===== src/hw/rtl/psc_pkg.sv =====
// Shared definitions for the pot sample conditioner: default widths, register
// indexes, the sequencer state type and the quantizer result struct.
// No dependencies.
package psc_pkg;

  localparam int SAMPLE_BITS_DEF = 12;
  localparam int FRAC_BITS_DEF   = 12;

  // EMA weight is Q0.16 with one extra bit so that 1.0 and above fit.
  localparam int ALPHA_FRAC = 16;
  localparam int ALPHA_W    = ALPHA_FRAC + 1;
  localparam logic [ALPHA_W-1:0] ALPHA_RESET = 17'd16384;

  localparam int STEP_W    = 8;
  localparam int CFG_IDX_W = 3;

  localparam logic [CFG_IDX_W-1:0] REG_DEADBAND  = 3'd0;
  localparam logic [CFG_IDX_W-1:0] REG_ALPHA     = 3'd1;
  localparam logic [CFG_IDX_W-1:0] REG_NUM_STEPS = 3'd2;
  localparam logic [CFG_IDX_W-1:0] REG_HYST      = 3'd3;
  localparam logic [CFG_IDX_W-1:0] REG_THRESH    = 3'd4;

  typedef enum logic [2:0] {
    ST_IDLE,
    ST_PREP,
    ST_EMA,
    ST_SUM,
    ST_NF,
    ST_NH,
    ST_QUANT
  } psc_state_t;

  typedef struct packed {
    logic [STEP_W-1:0] last_step;
    logic [STEP_W-1:0] step_index;
  } psc_step_t;

endpackage


===== src/hw/rtl/psc_if.sv =====
// Valid/ready channel interfaces for the sample input and the result output.
// Depends on psc_pkg for default widths and the step field width.
interface psc_sample_if #(
  parameter int SAMPLE_BITS = psc_pkg::SAMPLE_BITS_DEF
);
  logic                   valid;
  logic                   ready;
  logic [SAMPLE_BITS-1:0] raw_sample;

  modport source (output valid, output raw_sample, input ready);
  modport sink (input valid, input raw_sample, output ready);
endinterface

interface psc_result_if #(
  parameter int SAMPLE_BITS = psc_pkg::SAMPLE_BITS_DEF,
  parameter int FRAC_BITS   = psc_pkg::FRAC_BITS_DEF
);
  logic                                valid;
  logic                                ready;
  logic [SAMPLE_BITS+FRAC_BITS-1:0]    filtered_out;
  logic [psc_pkg::STEP_W-1:0]          step_index;
  logic                                changed;
  logic [SAMPLE_BITS-1:0]              stable_out;

  modport source (output valid, output filtered_out, output step_index,
                  output changed, output stable_out, input ready);
  modport sink (input valid, input filtered_out, input step_index,
                input changed, input stable_out, output ready);
endinterface


===== src/hw/rtl/psc_mul.sv =====
// Shared signed multiplier with a registered product, used for the EMA term
// and both quantizer scalings. No dependencies beyond its parameters.
module psc_mul #(
  parameter int OPU_W = 17,
  parameter int OPS_W = 25
) (
  input  logic                          clk,
  input  logic [OPU_W-1:0]              op_u,
  input  logic signed [OPS_W-1:0]       op_s,
  output logic signed [OPU_W+OPS_W:0]   prod_r
);

  logic signed [OPU_W+OPS_W:0] prod_c;

  assign prod_c = $signed({1'b0, op_u}) * op_s;

  always_ff @(posedge clk) begin
    prod_r <= prod_c;
  end

endmodule


===== src/hw/rtl/psc_quant.sv =====
// Hysteretic quantizer decision: candidate bin from n*f and the step update.
// Depends on psc_pkg for the step width and the result struct.
module psc_quant #(
  parameter int SAMPLE_BITS = psc_pkg::SAMPLE_BITS_DEF,
  parameter int FRAC_BITS   = psc_pkg::FRAC_BITS_DEF
) (
  input  logic [psc_pkg::STEP_W+SAMPLE_BITS+FRAC_BITS-1:0] nf,
  input  logic [psc_pkg::STEP_W+SAMPLE_BITS+FRAC_BITS-1:0] nh,
  input  logic [psc_pkg::STEP_W-1:0]                       num_steps,
  input  logic [psc_pkg::STEP_W-1:0]                       last_step,
  output psc_pkg::psc_step_t                               step
);

  localparam int SW   = psc_pkg::STEP_W;
  localparam int NF_W = SW + SAMPLE_BITS + FRAC_BITS;
  localparam int X_W  = SW + SAMPLE_BITS;
  localparam logic [SAMPLE_BITS-1:0] SMAX = {SAMPLE_BITS{1'b1}};

  logic [X_W-1:0]         x;
  logic [SW-1:0]          q0;
  logic [SAMPLE_BITS:0]   rem;
  logic [SW:0]            qi;
  logic [SW-1:0]          nm1;
  logic [SW-1:0]          cand;
  logic [SW-1:0]          cand_p1;
  logic [X_W-1:0]         lo_m;
  logic [X_W-1:0]         hi_m;
  logic [NF_W-1:0]        lo_full;
  logic [NF_W-1:0]        hi_full;
  logic                   up_ok;
  logic                   dn_ok;
  logic [SW-1:0]          nxt;

  always_comb begin
    // Divide n*f by SMAX << FRAC_BITS: drop the fraction, then divide by
    // 2^S - 1 as x >> S plus a small correction from the remainder.
    x   = nf[NF_W-1:FRAC_BITS];
    q0  = x[X_W-1:SAMPLE_BITS];
    rem = {1'b0, x[SAMPLE_BITS-1:0]} + {{(SAMPLE_BITS+1-SW){1'b0}}, q0};
    if (rem >= {SMAX, 1'b0}) begin
      qi = {1'b0, q0} + 9'(2);
    end else if (rem >= {1'b0, SMAX}) begin
      qi = {1'b0, q0} + 9'(1);
    end else begin
      qi = {1'b0, q0};
    end
    nm1  = num_steps - SW'(1);
    cand = (qi > {1'b0, nm1}) ? nm1 : qi[SW-1:0];
    cand_p1 = cand + SW'(1);

    lo_m    = {cand, {SAMPLE_BITS{1'b0}}} - {{SAMPLE_BITS{1'b0}}, cand};
    hi_m    = {cand_p1, {SAMPLE_BITS{1'b0}}} - {{SAMPLE_BITS{1'b0}}, cand_p1};
    lo_full = {lo_m, {FRAC_BITS{1'b0}}};
    hi_full = {hi_m, {FRAC_BITS{1'b0}}};

    up_ok = {1'b0, nf} >= ({1'b0, lo_full} + {1'b0, nh});
    dn_ok = ({1'b0, nf} + {1'b0, nh}) <= {1'b0, hi_full};

    nxt = last_step;
    if (num_steps > SW'(1)) begin
      if (cand > last_step) begin
        if (up_ok) begin
          nxt = cand;
        end else if ((cand - SW'(1)) > last_step) begin
          nxt = cand - SW'(1);
        end
      end else if (cand < last_step) begin
        if (dn_ok) begin
          nxt = cand;
        end else if (cand_p1 < last_step) begin
          nxt = cand_p1;
        end
      end
    end

    step.last_step  = nxt;
    step.step_index = (num_steps > SW'(1)) ? nxt : '0;
  end

endmodule


===== src/hw/rtl/pot_sample_conditioner.sv =====
// Top level of the pot sample conditioner: registers, sequencer and datapath.
// Depends on psc_pkg, psc_if, psc_mul and psc_quant.

// Each sample is snapped at the ends of the range, qualified against the
// deadband, run through an EMA in unsigned Q(SAMPLE_BITS).(FRAC_BITS) and a
// hysteretic quantizer, and one result transaction comes out per sample. The
// result register is loaded as the sequencer leaves ST_QUANT, after ST_PREP,
// ST_EMA, ST_SUM, ST_NF and ST_NH (the first sample after reset skips the EMA
// states), because one 18 x (SAMPLE_BITS + FRAC_BITS + 1) multiplier is used
// in turn for the EMA term, n*f and n*hysteresis. The next sample can be
// accepted in the cycle after the result register is loaded, not before.
// in_chan.ready is high only while the sequencer is idle; a new sample is taken
// while the previous result still waits in the output register, and the
// sequencer holds its finished result until that register is free.
// Configuration must be written through cfg_we/cfg_index/cfg_data only while
// the block is idle, which only the user ensures; unknown indexes are ignored.
module pot_sample_conditioner #(
  parameter int SAMPLE_BITS = psc_pkg::SAMPLE_BITS_DEF,
  parameter int FRAC_BITS   = psc_pkg::FRAC_BITS_DEF,
  localparam int FW    = SAMPLE_BITS + FRAC_BITS,
  localparam int CFG_W = (FW > psc_pkg::ALPHA_W) ? FW : psc_pkg::ALPHA_W
) (
  input  logic                          clk,
  input  logic                          rst_n,
  psc_sample_if.sink                    in_chan,
  psc_result_if.source                  out_chan,
  input  logic                          cfg_we,
  input  logic [psc_pkg::CFG_IDX_W-1:0] cfg_index,
  input  logic [CFG_W-1:0]              cfg_data
);

  localparam int SW     = psc_pkg::STEP_W;
  localparam int AW     = psc_pkg::ALPHA_W;
  localparam int AF     = psc_pkg::ALPHA_FRAC;
  localparam int OPS_W  = FW + 1;
  localparam int PROD_W = AW + OPS_W + 1;
  localparam int NF_W   = SW + FW;
  localparam int EV_W   = PROD_W + 1 - AF;
  localparam logic [SAMPLE_BITS-1:0] SMAX = {SAMPLE_BITS{1'b1}};
  localparam logic [FW-1:0] FULL = {SMAX, {FRAC_BITS{1'b0}}};

  psc_pkg::psc_state_t state_r;
  psc_pkg::psc_state_t state_nxt;

  // Configuration registers
  logic [SAMPLE_BITS-1:0] deadband_r;
  logic [AW-1:0]          alpha_r;
  logic [SW-1:0]          nsteps_r;
  logic [FW-1:0]          hyst_r;
  logic [FW-1:0]          thresh_r;

  // Filter state
  logic                   primed_r;
  logic [SAMPLE_BITS-1:0] stable_r;
  logic [FW-1:0]          filtered_r;
  logic [SW-1:0]          last_step_r;
  logic [FW-1:0]          last_rep_r;

  logic [SAMPLE_BITS-1:0] raw_r;
  logic [NF_W-1:0]        nf_r;

  logic                   out_valid_r;
  logic [FW-1:0]          out_filtered_r;
  logic [SW-1:0]          out_step_r;
  logic                   out_changed_r;
  logic [SAMPLE_BITS-1:0] out_stable_r;

  logic [SAMPLE_BITS-1:0] hi_edge;
  logic [SAMPLE_BITS-1:0] adj;
  logic [SAMPLE_BITS-1:0] move;
  logic signed [OPS_W-1:0] ema_diff;
  logic [AW-1:0]           op_u;
  logic signed [OPS_W-1:0] op_s;
  logic signed [PROD_W-1:0] prod_r;
  logic signed [PROD_W:0]  ema_sum;
  logic [EV_W-1:0]         ema_shr;
  logic [FW-1:0]           ema_val;
  logic [FW-1:0]           rep_diff;
  logic                    chg;
  logic                    commit;
  psc_pkg::psc_step_t      step;

  psc_mul #(
    .OPU_W (AW),
    .OPS_W (OPS_W)
  ) u_mul (
    .clk    (clk),
    .op_u   (op_u),
    .op_s   (op_s),
    .prod_r (prod_r)
  );

  psc_quant #(
    .SAMPLE_BITS (SAMPLE_BITS),
    .FRAC_BITS   (FRAC_BITS)
  ) u_quant (
    .nf        (nf_r),
    .nh        (prod_r[NF_W-1:0]),
    .num_steps (nsteps_r),
    .last_step (last_step_r),
    .step      (step)
  );

  // Snap and deadband qualification of the captured sample.
  always_comb begin
    hi_edge = (SMAX > deadband_r) ? (SMAX - deadband_r) : '0;
    adj     = raw_r;
    if (deadband_r != '0) begin
      if (raw_r <= deadband_r) begin
        adj = '0;
      end else if (raw_r >= hi_edge) begin
        adj = SMAX;
      end
    end
    move = (adj > stable_r) ? (adj - stable_r) : (stable_r - adj);
  end

  // EMA rewritten as alpha * (target - prev) + prev * 2^16, one product.
  always_comb begin
    ema_diff = $signed({1'b0, stable_r, {FRAC_BITS{1'b0}}}) - $signed({1'b0, filtered_r});
    ema_sum  = $signed({prod_r[PROD_W-1], prod_r})
             + $signed({{(PROD_W+1-FW-AF){1'b0}}, filtered_r, {AF{1'b0}}});
    ema_shr  = ema_sum[PROD_W:AF];
    if (ema_sum[PROD_W] || (ema_sum == '0)) begin
      ema_val = '0;
    end else if (ema_shr > {{(EV_W-FW){1'b0}}, FULL}) begin
      ema_val = FULL;
    end else begin
      ema_val = ema_shr[FW-1:0];
    end
  end

  always_comb begin
    case (state_r)
      psc_pkg::ST_EMA: begin
        op_u = alpha_r;
        op_s = ema_diff;
      end
      psc_pkg::ST_NF: begin
        op_u = {{(AW-SW){1'b0}}, nsteps_r};
        op_s = $signed({1'b0, filtered_r});
      end
      default: begin
        op_u = {{(AW-SW){1'b0}}, nsteps_r};
        op_s = $signed({1'b0, hyst_r});
      end
    endcase
  end

  always_comb begin
    rep_diff = (filtered_r > last_rep_r) ? (filtered_r - last_rep_r)
                                         : (last_rep_r - filtered_r);
    chg = (rep_diff >= thresh_r);
  end

  // Sequencer
  always_comb begin
    state_nxt = state_r;
    commit    = 1'b0;
    case (state_r)
      psc_pkg::ST_IDLE: begin
        if (in_chan.valid) begin
          state_nxt = psc_pkg::ST_PREP;
        end
      end
      psc_pkg::ST_PREP: begin
        state_nxt = primed_r ? psc_pkg::ST_EMA : psc_pkg::ST_NF;
      end
      psc_pkg::ST_EMA: begin
        state_nxt = psc_pkg::ST_SUM;
      end
      psc_pkg::ST_SUM: begin
        state_nxt = psc_pkg::ST_NF;
      end
      psc_pkg::ST_NF: begin
        state_nxt = psc_pkg::ST_NH;
      end
      psc_pkg::ST_NH: begin
        state_nxt = psc_pkg::ST_QUANT;
      end
      psc_pkg::ST_QUANT: begin
        if (!out_valid_r || out_chan.ready) begin
          commit    = 1'b1;
          state_nxt = psc_pkg::ST_IDLE;
        end
      end
      default: begin
        state_nxt = psc_pkg::ST_IDLE;
      end
    endcase
  end

  always_ff @(posedge clk) begin
    if (!rst_n) begin
      state_r <= psc_pkg::ST_IDLE;
    end else begin
      state_r <= state_nxt;
    end
  end

  always_ff @(posedge clk) begin
    if (!rst_n) begin
      deadband_r  <= '0;
      alpha_r     <= psc_pkg::ALPHA_RESET;
      nsteps_r    <= '0;
      hyst_r      <= '0;
      thresh_r    <= '0;
      primed_r    <= 1'b0;
      stable_r    <= '0;
      filtered_r  <= '0;
      last_step_r <= '0;
      last_rep_r  <= '0;
      out_valid_r <= 1'b0;
    end else begin
      if (cfg_we) begin
        case (cfg_index)
          psc_pkg::REG_DEADBAND:  deadband_r <= cfg_data[SAMPLE_BITS-1:0];
          psc_pkg::REG_ALPHA:     alpha_r    <= cfg_data[AW-1:0];
          psc_pkg::REG_NUM_STEPS: nsteps_r   <= cfg_data[SW-1:0];
          psc_pkg::REG_HYST:      hyst_r     <= cfg_data[FW-1:0];
          psc_pkg::REG_THRESH:    thresh_r   <= cfg_data[FW-1:0];
          default: ;
        endcase
      end

      if (state_r == psc_pkg::ST_PREP) begin
        if (!primed_r) begin
          // The first sample seeds the stable, filtered and last reported values and skips the EMA.
          stable_r   <= adj;
          filtered_r <= {adj, {FRAC_BITS{1'b0}}};
          last_rep_r <= {adj, {FRAC_BITS{1'b0}}};
          primed_r   <= 1'b1;
        end else if (move >= deadband_r) begin
          stable_r <= adj;
        end
      end

      if (state_r == psc_pkg::ST_SUM) begin
        filtered_r <= ema_val;
      end

      if (commit) begin
        last_step_r <= step.last_step;
        if (chg) begin
          last_rep_r <= filtered_r;
        end
        out_valid_r <= 1'b1;
      end else if (out_chan.ready) begin
        out_valid_r <= 1'b0;
      end
    end
  end

  always_ff @(posedge clk) begin
    if (in_chan.valid && in_chan.ready) begin
      raw_r <= in_chan.raw_sample;
    end
    if (state_r == psc_pkg::ST_NH) begin
      nf_r <= prod_r[NF_W-1:0];
    end
    if (commit) begin
      out_filtered_r <= filtered_r;
      out_step_r     <= step.step_index;
      out_changed_r  <= chg;
      out_stable_r   <= stable_r;
    end
  end

  assign in_chan.ready         = (state_r == psc_pkg::ST_IDLE);
  assign out_chan.valid        = out_valid_r;
  assign out_chan.filtered_out = out_filtered_r;
  assign out_chan.step_index   = out_step_r;
  assign out_chan.changed      = out_changed_r;
  assign out_chan.stable_out   = out_stable_r;

`ifndef SYNTHESIS
  a_busy_after_accept: assert property (@(posedge clk) disable iff (!rst_n)
    (in_chan.valid && in_chan.ready) |=> (state_r == psc_pkg::ST_PREP))
    else $error("sequencer did not start after an input transaction");

  a_primed_past_prep: assert property (@(posedge clk) disable iff (!rst_n)
    ((state_r != psc_pkg::ST_IDLE) && (state_r != psc_pkg::ST_PREP)) |-> primed_r)
    else $error("arithmetic state reached before the filter was primed");

  a_commit_reports: assert property (@(posedge clk) disable iff (!rst_n)
    commit |=> (out_valid_r && (!out_changed_r || (last_rep_r == out_filtered_r))))
    else $error("changed result does not match the last reported value");

  a_filtered_in_range: assert property (@(posedge clk) disable iff (!rst_n)
    (state_r == psc_pkg::ST_QUANT) |-> (filtered_r <= FULL))
    else $error("filtered value above full scale");
`endif

endmodule


===== src/flat_wrapper.sv =====
// flat-port wrapper written by rule: the top's interface ports become plain ports
module pot_sample_conditioner_flat 
#(
  parameter int SAMPLE_BITS = psc_pkg::SAMPLE_BITS_DEF,
  parameter int FRAC_BITS   = psc_pkg::FRAC_BITS_DEF,
  localparam int FW    = SAMPLE_BITS + FRAC_BITS,
  localparam int CFG_W = (FW > psc_pkg::ALPHA_W) ? FW : psc_pkg::ALPHA_W
)
  (clk, rst_n, cfg_we, cfg_index, cfg_data, in_chan_valid, in_chan_raw_sample, in_chan_ready, out_chan_valid, out_chan_filtered_out, out_chan_step_index, out_chan_changed, out_chan_stable_out, out_chan_ready);
  psc_sample_if #(.SAMPLE_BITS(SAMPLE_BITS)) in_chan_i ();
  psc_result_if #(.SAMPLE_BITS(SAMPLE_BITS), .FRAC_BITS(FRAC_BITS)) out_chan_i ();
  input  logic clk;
  input  logic rst_n;
  input  logic cfg_we;
  input  logic [psc_pkg::CFG_IDX_W-1:0] cfg_index;
  input  logic [CFG_W-1:0] cfg_data;
  input wire logic [$bits(in_chan_i.valid)-1:0] in_chan_valid;
  input wire logic [$bits(in_chan_i.raw_sample)-1:0] in_chan_raw_sample;
  output wire logic [$bits(in_chan_i.ready)-1:0] in_chan_ready;
  output wire logic [$bits(out_chan_i.valid)-1:0] out_chan_valid;
  output wire logic [$bits(out_chan_i.filtered_out)-1:0] out_chan_filtered_out;
  output wire logic [$bits(out_chan_i.step_index)-1:0] out_chan_step_index;
  output wire logic [$bits(out_chan_i.changed)-1:0] out_chan_changed;
  output wire logic [$bits(out_chan_i.stable_out)-1:0] out_chan_stable_out;
  input wire logic [$bits(out_chan_i.ready)-1:0] out_chan_ready;
  assign in_chan_i.valid = in_chan_valid;
  assign in_chan_i.raw_sample = in_chan_raw_sample;
  assign in_chan_ready = in_chan_i.ready;
  assign out_chan_valid = out_chan_i.valid;
  assign out_chan_filtered_out = out_chan_i.filtered_out;
  assign out_chan_step_index = out_chan_i.step_index;
  assign out_chan_changed = out_chan_i.changed;
  assign out_chan_stable_out = out_chan_i.stable_out;
  assign out_chan_i.ready = out_chan_ready;
  pot_sample_conditioner #(.SAMPLE_BITS(SAMPLE_BITS), .FRAC_BITS(FRAC_BITS)) u_core (.clk(clk), .rst_n(rst_n), .in_chan(in_chan_i), .out_chan(out_chan_i), .cfg_we(cfg_we), .cfg_index(cfg_index), .cfg_data(cfg_data));
endmodule

===== config.mk =====
export PLATFORM = sky130hd
export DESIGN_NAME = pot_sample_conditioner_flat
export DESIGN_NICKNAME = d
export VERILOG_FILES = /design/src/hw/rtl/psc_pkg.sv /design/src/hw/rtl/psc_if.sv /design/src/hw/rtl/psc_mul.sv /design/src/hw/rtl/psc_quant.sv /design/src/hw/rtl/pot_sample_conditioner.sv /design/src/flat_wrapper.sv
export SDC_FILE = /design/constraint.sdc
export NUM_CORES = 2
export LEC_CHECK = 0
export BUFFER_PORTS_ARGS = -buffer_cell sky130_fd_sc_hd__buf_2
export CAP_MARGIN = 5
export CORE_MARGIN = 10
export CORE_UTILIZATION = 41
export CTS_CLUSTER_DIAMETER = 80
export CTS_CLUSTER_SIZE = 25
export DETAILED_ROUTE_END_ITERATION = 10
export MAX_ROUTING_LAYER = met4
export PLACE_DENSITY = 0.67
export SETUP_SLACK_MARGIN = 0.05
export SLEW_MARGIN = 20
export SYNTH_ARGS = -nofsm -noshare
export SYNTH_HDL_FRONTEND = slang
export SYNTH_SLANG_ARGS = --single-unit

===== constraint.sdc =====
create_clock -name clk -period 17.6 [get_ports clk]
set_input_delay 3.52 -clock clk [delete_from_list [all_inputs] [get_ports clk]]
set_output_delay 3.52 -clock clk [all_outputs]
set_load 0.01 [all_outputs]

==> results.toml <==
[outcome]
status = "finished, final reports clean"

[place]
portBuffers = 90
dp_hpwl_mm = 102
gp_congestion = 0.970

[global_routing]
overflow = 0
grt.total_usage_pct = 23.6
grt_pass1_vias = 33408
grt_first_pass_wirelength_mm = 195
grt_start_max_net_pins = 61
antenna_found_initial = 9

[sta]
setup_violations = 0
clock_skew_ps = 48.3
grt_setup_unrepaired = "no"
fin_crit_ps = 12600
fin_crit_sh_pct = 71.6
slew_violations = 0
tightest_slew_ps = 1130
finalHoldViolCount = 0
setup-tns-final_ps = 0
max_slew_margin_pct = 24.7
fmax_mhz = 79.3

[floorplan]
design.core.area_um2 = 95200
initial_core_util_pct = 41.4
die_x_um = 330
die_h_um = 330
core.rowCount = 113
ios = 91
die_area_um2 = 109000

[detailed_routing]
drt_iter0_drc = 2931
drcViolationCount = 0
wire_per_inst_um = 21.1
vias_per_cell = 5.65
antenna_left = 0
totalWireLength_mm = 127
first_pass_iters = 6
num_vias = 33934

[critical_path]
cpPeakStageDelay_ps = 700
crit_family = "compound AO/OA/AOI/OAI gates"
worst-path-max-fanout = 18
cp.required_ps = 18060
critPathArrivalTime_ps = 13060
critPathSlowestCell = "edfxtp_1"
crit_buf_inv = 3
start_kind = "flop"
cp_common_cell = "a21oi_1"
rr_worst_depth = 45
end_kind = "flop"
worst-setup-path-type = "flop to flop"
worst-path-stages = 45

[clock_tree]
clock_latency_ps = 590
cts_setup_buffers = 0
path_clk_slew_ps = 100
htree_levels = 1
holdBufCountCts = 0
cts_resized = 0
cts_tree = "yes"
cts.sinks = 290
cts-root-buf = "clkbuf_16"
numCtsBuffers = 23
clk_path_buf_depth = 3

[hold_path]
min_path_cells = 2
hold_class = "flop to flop"

[synth]
ys_ff_latch = 290
yosysWarnings = 0
synthAdderAreaFrac_pct = 35.0
synth_compound_area_share_pct = 18.2
synth_seq_area_share_pct = 17.0
synthMuxAreaShare_pct = 0.988
synth_cell_types = 108
synthXorXnorAreaFrac_pct = 3.99
synth_nets = 5626
syn_inst = 4735
yosys.area_share.simple_pct = 16.3
synthArstFlopShare_pct = 0
ys.flop_type = "dfxtp_1"
synth_edf_count = 89
syn_area_um2 = 39400
syn_area_per_cell_um2 = 8.32
synth_top_family_by_area = "adder cells"

[layout]
final_layout_size_suffix_gt1_share_pct = 6.06
final_nets = 5614
final_common_cell = "inv_1"
final_cell_mix = "inv_1 (685), nand2_1 (601), fa_1 (423), ha_1 (423), a21oi_1 (349)"
syn2layout_area_growth_pct = 6.85
post-route-util_pct = 44.2
num-fill-cells = 9470

[pwr]
powerDensity_nw_per_um2 = 63.6
p_leak_nw = 18.6
vdd_ir_drop_max_v = 0.0000941

[run]
drv_cap = 0
-- cell usage after synthesis, drive strengths merged, types with 59 or more instances --
master / n / area [um^2]
nand2: 601 / 2260
xnor2: 116 / 1040
ha: 423 / 5290
inv: 689 / 2590
a21o: 128 / 962
edfxtp: 89 / 2670
xor2: 61 / 534
a21oi: 350 / 1760
nor2b: 80 / 500
clkbuf: 182 / 683
nor3: 59 / 300
o21ai: 191 / 963
fa: 424 / 8490
nor2: 302 / 1140
o21a: 59 / 450
dfxtp: 201 / 4020
nand3: 84 / 420
-- logic make-up after synthesis --
logic type / after synthesis
simple gates: 1398
compound gates: 1095
xor+xnor: 177
buf+inv: 892
fa+ha+maj: 847
mux: 36
flops: 290
-- flip-flops by register name (all words and copies together) (netlist names) --
register / flops
u_core.deadband_r: 12
u_core.primed_r: 1
u_core.raw_r: 12
u_core.out_chan.filtered_out: 24
u_core.thresh_r: 24
u_core.out_chan.valid: 1
u_core.nf_r: 32
u_core.out_chan.stable_out: 12
u_core.state_r: 3
u_core.out_chan.step_index: 8
u_core.out_chan.changed: 1
u_core.alpha_r: 17
u_core.hyst_r: 24
u_core.stable_r: 12
u_core.last_rep_r: 24
u_core.filtered_r: 24
u_core.nsteps_r: 8
u_core.last_step_r: 8
u_core.u_mul.prod_r: 43
-- where the power goes --
group / internal (mW) / switching, mW / total, mW
logic: 0.501 / 0.810 / 1.31
clock network: 0.275 / 0.315 / 0.590
registers: 0.724 / 0.0499 / 0.774
-- path summary, 6_finish.rpt --
| path | from | end | slack [ps] |
|---|---|---|---|
| min | u_core.thresh_r[18] | u_core.thresh_r[18] | 460 |
| max | u_core.nf_r[24] | u_core.out_chan.step_index[0] | 5000 |
| max reg2reg | u_core.nf_r[24] | u_core.out_chan.step_index[0] | 5000 |
| min reg2reg | u_core.thresh_r[18] | u_core.thresh_r[18] | 460 |
-- tightest hold or removal path, cell delays in order, from the launching register on --
cell     delay (ps)
dfxtp_1         320
nand2_1          50
a21oi_1          50
-- final cells by class --
cell class | instances | area, um^2 | area share, %
timing repair buffer | 165 | 1010 | 2.39
multi-input combinational | 3553 | 29400 | 69.8
clock buffer | 26 | 607 | 1.44
sequential | 290 | 6700 | 15.9
antenna | 7 | 17.5 | 0.0416
inverter | 690 | 2590 | 6.16
tap | 1265 | 1580 | 3.76
clock inverter | 14 | 221 | 0.526
-- stage by stage --
stage	cell area (um^2)	total power, mW	hold slack [ps]	worst slack (ps)	cells
after detailed placement	41200	2.07	447	5150	5963
after floorplan	39400	1.71	432	7480	4735
after CTS	42100	2.66	460	5080	6003
after global routing	42100	2.85	472	4120	6006
after global placement	41200	2.07	438	5120	5960
final	42100	2.68	461	5000	6010
-- per-layer routing --
| metal | wire length [um] | vias to the layer above | GRT usage [%] |
|---|---|---|---|
| met5 | 0 | - | - |
| met4 | 5580 | 0 | 8.83 |
| met3 | 8900 | 234 | 3.17 |
| met2 | 59300 | 1192 | 38.3 |
| met1 | 52900 | 16619 | 29.8 |
| li1 | - | 15889 | - |
Note: power is estimated with default switching activity, not from simulation.
